===== config.mk =====
export PLATFORM = sky130hd
export DESIGN_NAME = column_occlusion_clipper_top
export DESIGN_NICKNAME = d
export VERILOG_FILES = /design/src/ccl_pkg.sv /design/src/ccl_cell.sv /design/src/ccl_div.sv /design/src/column_occlusion_clipper_top.sv
export VERILOG_INCLUDE_DIRS = /design/src /design/src/src
export SDC_FILE = /design/constraint.sdc
export NUM_CORES = 2
export LEC_CHECK = 0
export CORE_UTILIZATION = 59
export CTS_BUF_LIST = sky130_fd_sc_hd__clkbuf_16
export DETAILED_ROUTE_END_ITERATION = 7
export DONT_BUFFER_PORTS = 1
export PLACE_DENSITY = 0.85
export SLEW_MARGIN = 0
export SYNTH_ARGS = -nofsm -noshare
export SYNTH_HDL_FRONTEND = slang
export SYNTH_SLANG_ARGS = --single-unit

===== constraint.sdc =====
create_clock -name clk_i -period 9.5 [get_ports clk_i]
set_input_delay 1.9 -clock clk_i [delete_from_list [all_inputs] [get_ports clk_i]]
set_output_delay 1.9 -clock clk_i [all_outputs]
set_load 0.02 [all_outputs]

===== src/column_occlusion_clipper_top_defines.svh =====
// Assertion macros for the column occlusion clipper.
`ifndef COLUMN_OCCLUSION_CLIPPER_TOP_DEFINES_SVH
`define COLUMN_OCCLUSION_CLIPPER_TOP_DEFINES_SVH
`ifndef NO_ASSERTIONS
// Same-cycle implication, checked outside reset.
`define CCL_ASSERT_NOW(label, ante, cons) \
  label: assert property (@(posedge clk_i) disable iff (!rst_ni) (ante) |-> (cons)) \
    else $error("column occlusion clipper check failed");
// Next-cycle implication, checked outside reset.
`define CCL_ASSERT_NEXT(label, ante, cons) \
  label: assert property (@(posedge clk_i) disable iff (!rst_ni) (ante) |=> (cons)) \
    else $error("column occlusion clipper check failed");
`else
`define CCL_ASSERT_NOW(label, ante, cons)
`define CCL_ASSERT_NEXT(label, ante, cons)
`endif
`endif


===== src/ccl_pkg.sv =====
// Shared types and constants of the column occlusion clipper.
package ccl_pkg;

  localparam int COL_W    = 16;
  localparam int DEPTH_W  = 16;
  localparam int DIV_W    = 32;
  localparam int PIECE_CW = 6;
  localparam logic [PIECE_CW-1:0] RESULT_LIMIT = 6'd33;

  localparam logic [1:0] OP_CLIP  = 2'd0;
  localparam logic [1:0] OP_QUERY = 2'd1;
  localparam logic [1:0] OP_CLEAR = 2'd2;

  localparam logic [1:0] KIND_VISIBLE = 2'd0;
  localparam logic [1:0] KIND_HIDDEN  = 2'd1;
  localparam logic [1:0] KIND_ANSWER  = 2'd2;
  localparam logic [1:0] KIND_CLEARED = 2'd3;

  // Insertion broadcast to every cell of the occluder chain.
  typedef struct packed {
    logic                    en;
    logic signed [COL_W-1:0] left;
    logic signed [COL_W-1:0] right;
  } ins_t;

endpackage


===== src/ccl_cell.sv =====
// One cell of the sorted occluder chain.
module ccl_cell (
  input  logic                           clk_i,
  input  ccl_pkg::ins_t                  ins_i,
  input  logic                           valid_i,
  input  logic                           prev_keep_i,
  input  logic signed [ccl_pkg::COL_W-1:0] prev_left_i,
  input  logic signed [ccl_pkg::COL_W-1:0] prev_right_i,
  output logic                           keep_o,
  output logic signed [ccl_pkg::COL_W-1:0] left_o,
  output logic signed [ccl_pkg::COL_W-1:0] right_o
);

  logic signed [ccl_pkg::COL_W-1:0] left_q;
  logic signed [ccl_pkg::COL_W-1:0] right_q;

  // A stored range stays put when it sorts at or before the new one.
  assign keep_o  = valid_i && (left_q <= ins_i.left);
  assign left_o  = left_q;
  assign right_o = right_q;

  // Otherwise it takes the new range or the range of its left neighbor.
  always_ff @(posedge clk_i) begin
    if (ins_i.en && !keep_o) begin
      left_q  <= prev_keep_i ? ins_i.left  : prev_left_i;
      right_q <= prev_keep_i ? ins_i.right : prev_right_i;
    end
  end

endmodule


===== src/ccl_div.sv =====
// Restoring divider, one quotient bit per cycle.
module ccl_div (
  input  logic                          clk_i,
  input  logic                          rst_ni,
  input  logic                          start_i,
  input  logic [ccl_pkg::DIV_W-1:0]     dividend_i,
  input  logic [ccl_pkg::DEPTH_W-1:0]   divisor_i,
  output logic                          done_o,
  output logic [ccl_pkg::DIV_W-1:0]     quotient_o
);

  localparam int CNT_W = $clog2(ccl_pkg::DIV_W + 1);

  logic [CNT_W-1:0]               cnt_q, cnt_d;
  logic                           done_q, done_d;
  logic [ccl_pkg::DEPTH_W:0]      rem_q, rem_d;
  logic [ccl_pkg::DIV_W-1:0]      quo_q, quo_d;
  logic [ccl_pkg::DEPTH_W-1:0]    dvs_q, dvs_d;
  logic [ccl_pkg::DEPTH_W:0]      shifted;

  assign shifted    = {rem_q[ccl_pkg::DEPTH_W-1:0], quo_q[ccl_pkg::DIV_W-1]};
  assign done_o     = done_q;
  assign quotient_o = quo_q;

  // Shift in one dividend bit and subtract when the divisor fits.
  always_comb begin
    cnt_d  = cnt_q;
    done_d = 1'b0;
    rem_d  = rem_q;
    quo_d  = quo_q;
    dvs_d  = dvs_q;
    if (start_i) begin
      cnt_d = CNT_W'(ccl_pkg::DIV_W);
      rem_d = '0;
      quo_d = dividend_i;
      dvs_d = divisor_i;
    end else if (cnt_q != '0) begin
      if (shifted >= {1'b0, dvs_q}) begin
        rem_d = shifted - {1'b0, dvs_q};
        quo_d = {quo_q[ccl_pkg::DIV_W-2:0], 1'b1};
      end else begin
        rem_d = shifted;
        quo_d = {quo_q[ccl_pkg::DIV_W-2:0], 1'b0};
      end
      cnt_d  = cnt_q - 1'b1;
      done_d = (cnt_q == CNT_W'(1));
    end
  end

  always_ff @(posedge clk_i or negedge rst_ni) begin
    if (!rst_ni) begin
      cnt_q  <= '0;
      done_q <= 1'b0;
    end else begin
      cnt_q  <= cnt_d;
      done_q <= done_d;
    end
  end

  always_ff @(posedge clk_i) begin
    rem_q <= rem_d;
    quo_q <= quo_d;
    dvs_q <= dvs_d;
  end

endmodule


===== src/column_occlusion_clipper_top.sv =====
// Top level of the column occlusion clipper.
// Requests enter on the s_axis channel: tuser carries the opcode (clip, query,
// clear) and tdata the span and its end distances. Results leave on m_axis:
// tuser carries the result kind, tlast marks the final result of a request.
// One request is worked on at a time; s_axis_tready is high only when idle.
// A clear goes straight to the done state. A query walks the occluder chain at
// one entry per cycle. A clip walks the chain the same way, and every visible
// piece adds two distance interpolations, each a multiply and a restoring
// division in the shared divider (skipped for a one-column span), then a store
// step that inserts the piece into the chain if it is opaque and the table has room.
// Each visible piece is held back until the next piece or the end of the walk
// is known, so that tlast can be set on the true final result.
// Reset empties the occluder table and drops any result in flight. When the
// receiver stalls, the result stays in the output register and the walk
// waits for the register to be free before it hands on the next result.
`include "column_occlusion_clipper_top_defines.svh"
module column_occlusion_clipper_top #(
  parameter int MAX_OCCLUDERS = 32
) (
  input  logic        clk_i,
  input  logic        rst_ni,
  input  logic        s_axis_tvalid,
  output logic        s_axis_tready,
  // span_left, span_right, depth_left, depth_right, is_solid, zero fill
  input  logic [71:0] s_axis_tdata,
  // opcode
  input  logic [1:0]  s_axis_tuser,
  output logic        m_axis_tvalid,
  input  logic        m_axis_tready,
  // piece_left, piece_right, piece_depth_left, piece_depth_right,
  // uncovered, dropped, zero fill
  output logic [71:0] m_axis_tdata,
  // kind
  output logic [1:0]  m_axis_tuser,
  output logic        m_axis_tlast
);

  localparam int CW = $clog2(MAX_OCCLUDERS + 1);
  localparam int PW = ccl_pkg::PIECE_CW;
  localparam int XW = ccl_pkg::COL_W;
  localparam int DW = ccl_pkg::DEPTH_W;

  localparam logic [2:0] S_IDLE  = 3'd0;
  localparam logic [2:0] S_WALK  = 3'd1;
  localparam logic [2:0] S_FLUSH = 3'd2;
  localparam logic [2:0] S_MUL   = 3'd3;
  localparam logic [2:0] S_DIV   = 3'd4;
  localparam logic [2:0] S_STORE = 3'd5;
  localparam logic [2:0] S_DONE  = 3'd6;

  logic [2:0]              state_q, state_d;
  logic [1:0]              op_q, op_d;
  logic signed [XW-1:0]    xl_q, xl_d, xr_q, xr_d;
  logic [DW-1:0]           dl_q, dl_d, dr_q, dr_d;
  logic                    solid_q, solid_d;
  logic signed [XW:0]      cur_q, cur_d;
  logic [CW-1:0]           idx_q, idx_d, cnt_q, cnt_d;
  logic [PW-1:0]           np_q, np_d;
  logic                    unc_q, unc_d;
  logic                    side_q, side_d;
  logic signed [XW-1:0]    npl_q, npl_d, npr_q, npr_d;
  logic [DW-1:0]           ndl_q, ndl_d, ndr_q, ndr_d;
  logic                    neg_q, neg_d;
  logic                    pend_q, pend_d;
  logic signed [XW-1:0]    pl_q, pl_d, pr_q, pr_d;
  logic [DW-1:0]           pdl_q, pdl_d, pdr_q, pdr_d;
  logic                    pdrop_q, pdrop_d;

  logic                    ov_q, ov_d;
  logic [1:0]              okind_q, okind_d;
  logic signed [XW-1:0]    opl_q, opl_d, opr_q, opr_d;
  logic [DW-1:0]           odl_q, odl_d, odr_q, odr_d;
  logic                    ounc_q, ounc_d, odrop_q, odrop_d, olast_q, olast_d;

  logic                    slot_free;
  logic                    in_acc;
  ccl_pkg::ins_t           ins;

  logic signed [XW-1:0]    cl [MAX_OCCLUDERS];
  logic signed [XW-1:0]    cr [MAX_OCCLUDERS];
  logic                    keep [MAX_OCCLUDERS];
  logic signed [XW-1:0]    e_l, e_r;
  logic signed [XW:0]      xr17, el17, er1, el_m1;
  logic                    active;

  logic signed [XW:0]      span, diff, off;
  logic signed [2*XW+1:0]  prod;
  logic [2*XW+1:0]         mag;
  logic                    div_start, div_done;
  logic [ccl_pkg::DIV_W-1:0] quo;
  logic [DW-1:0]           qdepth;

  assign slot_free     = !ov_q || m_axis_tready;
  assign s_axis_tready = (state_q == S_IDLE);
  assign in_acc        = s_axis_tvalid && s_axis_tready;

  // Occluder chain: ranges kept sorted by left column.
  for (genvar g = 0; g < MAX_OCCLUDERS; g++) begin : g_cell
    logic                 pk;
    logic signed [XW-1:0] pl, pr;
    if (g == 0) begin : g_first
      assign pk = 1'b1;
      assign pl = '0;
      assign pr = '0;
    end else begin : g_rest
      assign pk = keep[g-1];
      assign pl = cl[g-1];
      assign pr = cr[g-1];
    end
    ccl_cell u_cell (
      .clk_i        (clk_i),
      .ins_i        (ins),
      .valid_i      (CW'(g) < cnt_q),
      .prev_keep_i  (pk),
      .prev_left_i  (pl),
      .prev_right_i (pr),
      .keep_o       (keep[g]),
      .left_o       (cl[g]),
      .right_o      (cr[g])
    );
  end

  // Entry at the walk position.
  always_comb begin
    e_l = '0;
    e_r = '0;
    for (int k = 0; k < MAX_OCCLUDERS; k++) begin
      if (idx_q == CW'(k)) begin
        e_l = cl[k];
        e_r = cr[k];
      end
    end
  end

  assign xr17   = {xr_q[XW-1], xr_q};
  assign el17   = {e_l[XW-1], e_l};
  assign er1    = {e_r[XW-1], e_r} + 17'sd1;
  assign el_m1  = el17 - 17'sd1;
  assign active = (idx_q < cnt_q) && (cur_q <= xr17);

  // Interpolation: product of distance step and column offset.
  assign span = {xr_q[XW-1], xr_q} - {xl_q[XW-1], xl_q};
  assign diff = $signed({1'b0, dr_q}) - $signed({1'b0, dl_q});
  assign off  = side_q ? ({npr_q[XW-1], npr_q} - {xl_q[XW-1], xl_q})
                       : ({npl_q[XW-1], npl_q} - {xl_q[XW-1], xl_q});
  assign prod = diff * off;
  assign mag  = prod[2*XW+1] ? (-prod) : prod;
  assign div_start = (state_q == S_MUL) && (span != '0);
  assign qdepth    = neg_q ? (dl_q - quo[DW-1:0]) : (dl_q + quo[DW-1:0]);

  ccl_div u_div (
    .clk_i      (clk_i),
    .rst_ni     (rst_ni),
    .start_i    (div_start),
    .dividend_i (mag[ccl_pkg::DIV_W-1:0]),
    .divisor_i  (span[DW-1:0]),
    .done_o     (div_done),
    .quotient_o (quo)
  );

  // Insertion of an opaque piece when the table has room.
  always_comb begin
    ins.en    = (state_q == S_STORE) && solid_q && (cnt_q < CW'(MAX_OCCLUDERS));
    ins.left  = npl_q;
    ins.right = npr_q;
  end

  // Request sequencer.
  always_comb begin
    state_d = state_q;
    op_d = op_q; xl_d = xl_q; xr_d = xr_q; dl_d = dl_q; dr_d = dr_q;
    solid_d = solid_q; cur_d = cur_q; idx_d = idx_q; cnt_d = cnt_q;
    np_d = np_q; unc_d = unc_q; side_d = side_q;
    npl_d = npl_q; npr_d = npr_q; ndl_d = ndl_q; ndr_d = ndr_q; neg_d = neg_q;
    pend_d = pend_q; pl_d = pl_q; pr_d = pr_q; pdl_d = pdl_q; pdr_d = pdr_q;
    pdrop_d = pdrop_q;
    ov_d = ov_q && !m_axis_tready;
    okind_d = okind_q; opl_d = opl_q; opr_d = opr_q; odl_d = odl_q; odr_d = odr_q;
    ounc_d = ounc_q; odrop_d = odrop_q; olast_d = olast_q;

    case (state_q)
      S_IDLE: begin
        if (in_acc) begin
          op_d    = s_axis_tuser;
          xl_d    = s_axis_tdata[15:0];
          xr_d    = s_axis_tdata[31:16];
          dl_d    = s_axis_tdata[47:32];
          dr_d    = s_axis_tdata[63:48];
          solid_d = s_axis_tdata[64];
          cur_d   = {s_axis_tdata[15], s_axis_tdata[15:0]};
          idx_d   = '0;
          np_d    = '0;
          unc_d   = 1'b0;
          pend_d  = 1'b0;
          case (s_axis_tuser)
            ccl_pkg::OP_CLEAR: begin
              cnt_d   = '0;
              state_d = S_DONE;
            end
            ccl_pkg::OP_CLIP, ccl_pkg::OP_QUERY: state_d = S_WALK;
            default: state_d = S_IDLE;
          endcase
        end
      end
      S_WALK: begin
        if (!active) begin
          if (op_q == ccl_pkg::OP_QUERY) begin
            unc_d   = (cur_q <= xr17);
            state_d = S_DONE;
          end else if ((cur_q <= xr17) && (np_q < ccl_pkg::RESULT_LIMIT)) begin
            npl_d   = cur_q[XW-1:0];
            npr_d   = xr_q;
            np_d    = np_q + 1'b1;
            cur_d   = xr17 + 17'sd1;
            state_d = S_FLUSH;
          end else begin
            state_d = S_DONE;
          end
        end else if (op_q == ccl_pkg::OP_QUERY) begin
          if (cur_q < el17) begin
            unc_d   = 1'b1;
            state_d = S_DONE;
          end else begin
            if (er1 > cur_q) cur_d = er1;
            idx_d = idx_q + 1'b1;
          end
        end else if (xr17 < el17) begin
          // Segment ends before this occluder.
          if (np_q < ccl_pkg::RESULT_LIMIT) begin
            npl_d   = cur_q[XW-1:0];
            npr_d   = xr_q;
            np_d    = np_q + 1'b1;
            state_d = S_FLUSH;
          end
          cur_d = xr17 + 17'sd1;
        end else if (cur_q < el17) begin
          // Gap in front of this occluder.
          if (np_q < ccl_pkg::RESULT_LIMIT) begin
            npl_d   = cur_q[XW-1:0];
            npr_d   = el_m1[XW-1:0];
            np_d    = np_q + 1'b1;
            state_d = S_FLUSH;
          end
          cur_d = er1;
          idx_d = idx_q + 1'b1;
        end else begin
          if (er1 > cur_q) cur_d = er1;
          idx_d = idx_q + 1'b1;
        end
      end
      S_FLUSH: begin
        // Hand on the held piece now that another one follows.
        if (!pend_q || slot_free) begin
          if (pend_q) begin
            ov_d = 1'b1; okind_d = ccl_pkg::KIND_VISIBLE;
            opl_d = pl_q; opr_d = pr_q; odl_d = pdl_q; odr_d = pdr_q;
            ounc_d = 1'b0; odrop_d = pdrop_q; olast_d = 1'b0;
          end
          pend_d  = 1'b0;
          side_d  = 1'b0;
          state_d = S_MUL;
        end
      end
      S_MUL: begin
        if (span == '0) begin
          ndl_d   = dl_q;
          ndr_d   = dl_q;
          state_d = S_STORE;
        end else begin
          neg_d   = prod[2*XW+1];
          state_d = S_DIV;
        end
      end
      S_DIV: begin
        if (div_done) begin
          if (side_q) begin
            ndr_d   = qdepth;
            state_d = S_STORE;
          end else begin
            ndl_d   = qdepth;
            side_d  = 1'b1;
            state_d = S_MUL;
          end
        end
      end
      S_STORE: begin
        pend_d  = 1'b1;
        pl_d = npl_q; pr_d = npr_q; pdl_d = ndl_q; pdr_d = ndr_q;
        pdrop_d = solid_q && !ins.en;
        if (ins.en) cnt_d = cnt_q + 1'b1;
        state_d = S_WALK;
      end
      S_DONE: begin
        if (slot_free) begin
          ov_d = 1'b1;
          opl_d = '0; opr_d = '0; odl_d = '0; odr_d = '0;
          ounc_d = 1'b0; odrop_d = 1'b0; olast_d = 1'b1;
          case (op_q)
            ccl_pkg::OP_CLEAR: okind_d = ccl_pkg::KIND_CLEARED;
            ccl_pkg::OP_QUERY: begin
              okind_d = ccl_pkg::KIND_ANSWER;
              ounc_d  = unc_q;
            end
            default: begin
              if (pend_q) begin
                okind_d = ccl_pkg::KIND_VISIBLE;
                opl_d = pl_q; opr_d = pr_q; odl_d = pdl_q; odr_d = pdr_q;
                odrop_d = pdrop_q;
              end else begin
                okind_d = ccl_pkg::KIND_HIDDEN;
              end
            end
          endcase
          pend_d  = 1'b0;
          state_d = S_IDLE;
        end
      end
      default: state_d = S_IDLE;
    endcase
  end

  always_ff @(posedge clk_i or negedge rst_ni) begin
    if (!rst_ni) begin
      state_q <= S_IDLE;
      cnt_q   <= '0;
      pend_q  <= 1'b0;
      ov_q    <= 1'b0;
    end else begin
      state_q <= state_d;
      cnt_q   <= cnt_d;
      pend_q  <= pend_d;
      ov_q    <= ov_d;
    end
  end

  always_ff @(posedge clk_i) begin
    op_q <= op_d; xl_q <= xl_d; xr_q <= xr_d; dl_q <= dl_d; dr_q <= dr_d;
    solid_q <= solid_d; cur_q <= cur_d; idx_q <= idx_d; np_q <= np_d;
    unc_q <= unc_d; side_q <= side_d; npl_q <= npl_d; npr_q <= npr_d;
    ndl_q <= ndl_d; ndr_q <= ndr_d; neg_q <= neg_d;
    pl_q <= pl_d; pr_q <= pr_d; pdl_q <= pdl_d; pdr_q <= pdr_d; pdrop_q <= pdrop_d;
    okind_q <= okind_d; opl_q <= opl_d; opr_q <= opr_d; odl_q <= odl_d;
    odr_q <= odr_d; ounc_q <= ounc_d; odrop_q <= odrop_d; olast_q <= olast_d;
  end

  assign m_axis_tvalid = ov_q;
  assign m_axis_tuser  = okind_q;
  assign m_axis_tlast  = olast_q;
  assign m_axis_tdata  = {6'd0, odrop_q, ounc_q, odr_q, odl_q, opr_q, opl_q};

  // Checks on the occluder table, the divider and the emitted pieces.
  `CCL_ASSERT_NOW(a_cnt_bound, 1'b1, cnt_q <= CW'(MAX_OCCLUDERS))
  `CCL_ASSERT_NOW(a_ins_room, ins.en, cnt_q < CW'(MAX_OCCLUDERS))
  `CCL_ASSERT_NOW(a_div_state, div_done, state_q == S_DIV)
  `CCL_ASSERT_NEXT(a_piece_order, state_q == S_STORE, $signed(pl_q) <= $signed(pr_q))

endmodule


Yosys cells after proc, flatten, opt, wreduce, memory -nomap -nowiden:

Cells that the tools add are included.

* $add $sub $neg: 15
* $mul: 1
* $lt $le $gt $ge: 72
* equal/unequal tests: 65
* multiplexer cells: 261
* bitwise operators: 2
* reduce and logical (&&, ||, !) cells: 141

Operators with widths (number)
* $mux W16: 168
* $le A16 B16 Y1: 32
* $pmux W16 S2: 6
* $mux W17: 10
* $mux W6: 17
* $eq A6 B5 Y1 const B: 16
* $lt A5 B6 Y1 const A: 16
* $mux W32: 3
* $logic_and A1 B1 Y1: 72
* $sub A16 B16 Y17: 4
* $eq A6 B4 Y1 const B: 8
* $lt A4 B6 Y1 const A: 8
* $mux W3: 13
* $logic_not A1 Y1: 36
* $pmux W6 S2: 3
* $add A16 B2 Y17 const B: 2
* $mul A17 B17 Y34: 1
* $pmux W17 S2: 1
* $neg A32 Y32: 1
* $sub A16 B16 Y16: 2
* $reduce_and A4 Y1: 7
* $mux W1: 26
* $eq A6 B3 Y1 const B: 4
* $lt A3 B6 Y1 const A: 4
* other kinds (46): 97

* register bits after elaboration: 1403
* input bits: 78
* output and inout port bits: 77
* logic and storage cells: 659

Depth between registers and ports, before layout:

* word-level depth: 41
* mapped depth: 42
* gate-level depth less buffers: 39

Modules after synthesis:

Synthesis repeated with hierarchy kept, for this count alone.

* cell total of the unflattened synthesis: 9003
* area total of the unflattened synthesis: 100604.0 um^2

Modules (own cells, without submodules)
* ccl_cell: instances 32, cells each 132, area each 1811.7 um^2
* column_occlusion_clipper_top: instances 1, cells each 4474, area each 38934.8 um^2
* ccl_div: instances 1, cells each 305, area each 3693.5 um^2

Worst setup path after synthesis:

No wires, ideal clock.

* path kind: register to register
* from: reg npl_q[1]
* to: reg u_div.quo_q (netlist bit u_div.quotient_o[31]) (data pin)
* library setup time: 267 ps
* data arrival time: 10064 ps
* path slack: -830 ps
* cell stages (with the launch flop): 40
* path buffers: 2
* period minus slack after synthesis: 10330 ps
* cells stage by stage: edfxtp_1 clkbuf_1 inv_1 o21ai_0 fa_1 a21o_1 a21oi_1 o21ai_0 a21oi_1 o21bai_1 a21oi_1 o211ai_1 a31oi_1 nor2_1 o21a_1 nor2_1 clkbuf_1 nand2_1 (+4 left out) fa_1 inv_1 fa_1 inv_1 fa_1 ha_1 a21o_1 a211o_1 a21o_1 a2111oi_0 o21ai_0 a221o_1 a21o_1 a21oi_1 xor2_1 a41oi_1 xnor2_1 o21ai_0

* word-level cells in the longest chain between the ends: 6

Ends and longest elaborated chain
* from (decl): RTL line column_occlusion_clipper_top.sv:61 `logic signed [XW-1:0] npl_q, npl_d, npr_q, npr_d;`
* from (signal assigned): RTL line column_occlusion_clipper_top.sv:339 `unc_q <= unc_d; side_q <= side_d; npl_q <= npl_d; npr_q <= npr_d;`
* $sub A16 B16 Y17 (*): RTL line column_occlusion_clipper_top.sv:145 `: ({npl_q[XW-1], npl_q} - {xl_q[XW-1], xl_q});`
* $mux W17 (*): RTL line column_occlusion_clipper_top.sv:144 `assign off = side_q ? ({npr_q[XW-1], npr_q} - {xl_q[XW-1], xl_q})`
* $mul A17 B17 Y34 (*): RTL line column_occlusion_clipper_top.sv:146 `assign prod = diff * off;`
* $neg A32 Y32: RTL line column_occlusion_clipper_top.sv:147 `assign mag = prod[2*XW+1] ? (-prod) : prod;`
* $mux W32 (*): RTL line column_occlusion_clipper_top.sv:147
* $mux W32 (*): RTL line ccl_div.sv:32 `if (start_i) begin`
* via u_div.quo_d (one bit): RTL line ccl_div.sv:17 `logic [ccl_pkg::DIV_W-1:0] quo_q, quo_d;`
* to (signal assigned): RTL line ccl_div.sv:62 `quo_q <= quo_d;`
* to (decl): RTL line ccl_div.sv:17

The timed path passes the listed nets; every way through them passes the cells marked *.
A chain may end at the register's enable or synchronous reset.

Final worst setup path:

* from: reg side_q
* to: reg u_div.quo_q (netlist bit u_div.quotient_o[24]) (data pin)

* word-level cells in the longest chain between the ends: 5

Ends and longest elaborated chain
* from (decl): RTL line column_occlusion_clipper_top.sv:60 `logic side_q, side_d;`
* from (signal assigned): RTL line column_occlusion_clipper_top.sv:339
* $mux W17 (*): RTL line column_occlusion_clipper_top.sv:144
* $mul A17 B17 Y34 (*): RTL line column_occlusion_clipper_top.sv:146
* $neg A32 Y32: RTL line column_occlusion_clipper_top.sv:147
* $mux W32 (*): RTL line column_occlusion_clipper_top.sv:147
* $mux W32 (*): RTL line ccl_div.sv:32
* via u_div.quo_d (one bit): RTL line ccl_div.sv:17

Marks and branches as above.

==> impl_metrics.yaml <==
status:
  outcome: "complete, but fails checks"
  violations: "DRC, capacitance limit, slew limit, setup timing"
worst_hold_path:
  whs_endpoint: "pdr_q[13]"
  hold_depth: 0
  hold_start: "ndr_q[13]"
  hp-class: "register to register"
timing:
  rsz0062_at_grt: "true"
  min_period_over_period_pct: 102.7
  finalClockSkew_ns: 0.03624
  fmax_mhz: 102.5
  setup_ws_ns: -0.2561
  hold_viol_final: 0
  max_slew_margin_pct: -3.370
  tightest_slew_ns: 1.545
  setup_viol: 38
  drv_slew: 14
  period_needed_ns: 9.756
  whs_ns: 0.4191
layout:
  nets: 9726
  stdcell_count: 10916
  fin_util_pct: 66.37
  area_growth_pct: 11.41
  layout-drive-gt1-share_pct: 22.27
drt:
  totalWireLength_mm: 369.5
  drcViolationCount: 4
  drt-initial-drc-count: 12644
  first_pass_iters: 8
  detail-route-antenna-nets: 0
  wl_per_cell_microns: 33.85
  viasPerCell: 7.194
  vias: 78532
logic_synthesis:
  yosysMostFrequentCell: "edfxtp_1"
  synth_top_cell_area_share_pct: 42.93
  synth_seq_cells: 1403
  synth_edf_count: 1369
  synth_cell_types: 114
  synthCells: 8386
  ys_seq_area_share_pct: 43.73
  synth_top_cells_by_area: "edfxtp_1 43%, mux2_2 11%, ha_1 9.7%"
  synth_warnings: 0
  synthArstFlopShare_pct: 1.283
  avgSynthCellArea_sq_um: 11.42
  synth_area_sq_um: 95760
  synth_commonest_cells: "1369 x edfxtp_1, 948 x mux2_2, 746 x ha_1"
  synth_ff_type: "edfxtp_1"
  yosys.area.top_type: "edfxtp_1"
setup_path:
  max_stage_delay_ns: 0.58
  r2r_cells: 39
  crit_type: "register to register"
  worstSetupStartpointType: "register"
  cp_data_arrival_time_ns: 10.29
  crit_slowest_cell: "fa_1"
  cp-end-kind: "register"
  cp.required_ns: 10.04
  reg2reg_slack_ns: -0.26
  worst-path-buf-inv: 7
  r2r-start: "side_q"
  crit_path_max_fanout: 8
  rr_endpoint: "u_div.quotient_o[24]"
  crit_top_cell: "fa_1"
  cpLargestDelayFamily: "adder cells"
placement:
  dp_cells: 10568
  port_buffers: 0
  gp_congestion: 1.070
  hpwl_mm: 265.8
clock_tree:
  clk_latency_ns: 0.85
  cts_buffers: 154
  clock-sinks: 1403
  path_clk_slew_ns: 0.06
  cts_buffer_depth: 3
  cts_tree: "built"
  cts_root_buffer: "clkbuf_16"
  htree_levels: 4
  cts_hold_buf: 0
global_route:
  grt_pass1_wl_mm: 524.5
  grt.total_usage_pct: 44.38
  grt_busiest_layer: "met2"
  grt_antenna_before_repair: 36
  use_met3_pct: 15.77
  globalRouteMet2Util_pct: 65.02
  overflow: 0
  grt_pass1_vias: 76487
  grt_start_max_net_pins: 70
  use_met1_pct: 52.78
floorplanning:
  io_pins: 155
  coreArea_sq_um: 160800
  start_util_pct: 59.57
  die_w_microns: 404.9
  dieArea_sq_um: 163900
  die_h_microns: 404.9
  placementRows: 147
run:
  maxCapViolCount: 2
## cells by family after synthesis
family          after synthesis  synth area share [%]
flops                      1403                 43.73
fa+ha+maj                  1048                 16.06
simple gates               2024                 10.41
xor+xnor                    194                 1.774
buf+inv                     942                 3.918
mux                         969                 11.37
compound gates             1805                 12.73
other cells                   1              0.003916
## sequential cells by signal (all words and copies together) (netlist names), 17 cells and up
name                   count
u_div.quotient_o          32
g_cell.u_cell.left_o     512
cur_q                     17
g_cell.u_cell.right_o    512
## timing repair
| item | in CTS | in global routing |
|---|---|---|
| resized for setup | 55 | 97 |
| endpoints found under the setup margin | 32 | 32 |
| pin swaps | 71 | 69 |
| gates cloned | 2 | 1 |
| buffers inserted | 17 | 17 |
## metrics by stage
step / setup WS, ns / instance area, sq um / setup TNS (ns)
floorplan: -0.06200 / 96040 / -0.07118
global placement: -0.4345 / 100700 / -6.507
detailed placement: -0.4296 / 100700 / -9.637
CTS: -0.05295 / 106100 / -0.5875
global route: -0.4911 / 106700 / -11.61
finish: -0.2561 / 106700 / -3.583
## worst max-delay path by stage
stage / from / to / slack, ns / cells after the start
floorplan: npl_q[0] / u_div.quotient_o[31] / -0.06 / 40
global placement: dl_q[1] / u_div.quotient_o[31] / -0.43 / 38
detailed placement: side_q / u_div.quotient_o[30] / -0.43 / 37
CTS: side_q / u_div.quotient_o[29] / -0.05 / 41
global route: side_q / u_div.quotient_o[24] / -0.49 / 39
finish: side_q / u_div.quotient_o[24] / -0.26 / 39
## cells in the final DEF, fill, tap and decap left out, types with 41 or more instances in the layout
cell type	Yosys	routed
edfxtp_1	1369	1369
mux2_2	948	947
ha_1	746	729
nand2_1	605	600
inv_1	480	490
buf_4	19	490
nor2_1	475	448
o21ai_0	375	330
a21oi_1	326	299
fa_1	302	294
o21a_1	162	161
clkbuf_16	0	157
nand3_1	146	145
nand4_1	138	138
xnor2_1	141	128
o22ai_1	124	122
nor3_1	124	120
a21o_1	118	118
and2_1	106	102
nor2b_1	104	100
a221oi_1	89	89
nand2b_1	77	75
a22oi_1	66	64
o21ai_1	28	61
a211oi_1	61	60
xor2_1	53	51
o211ai_1	50	50
clkinv_1	4	41
o221ai_1	42	41
## layout make-up
cell class	count	area, sq um
fillers	11871	54060
multi-input cells	6046	51190
flip-flops and latches	1403	41880
repair buffers	509	4005
clock buffers	156	3904
well taps	2160	2703
inverters	486	1833
clock inverters	129	1107
diodes	27	67.56
## layer usage
metal | part of all wire (%) | vias up
met3 | 14 | 1803
li1 | - | 31903
met5 | 0.050 | -
met2 | 43 | 6479
met4 | 9.8 | 28
met1 | 33 | 38319
Power is left out: the tool's default activity adds up to more than one toggle a clock period on the data nets, which glitch-free logic cannot reach.
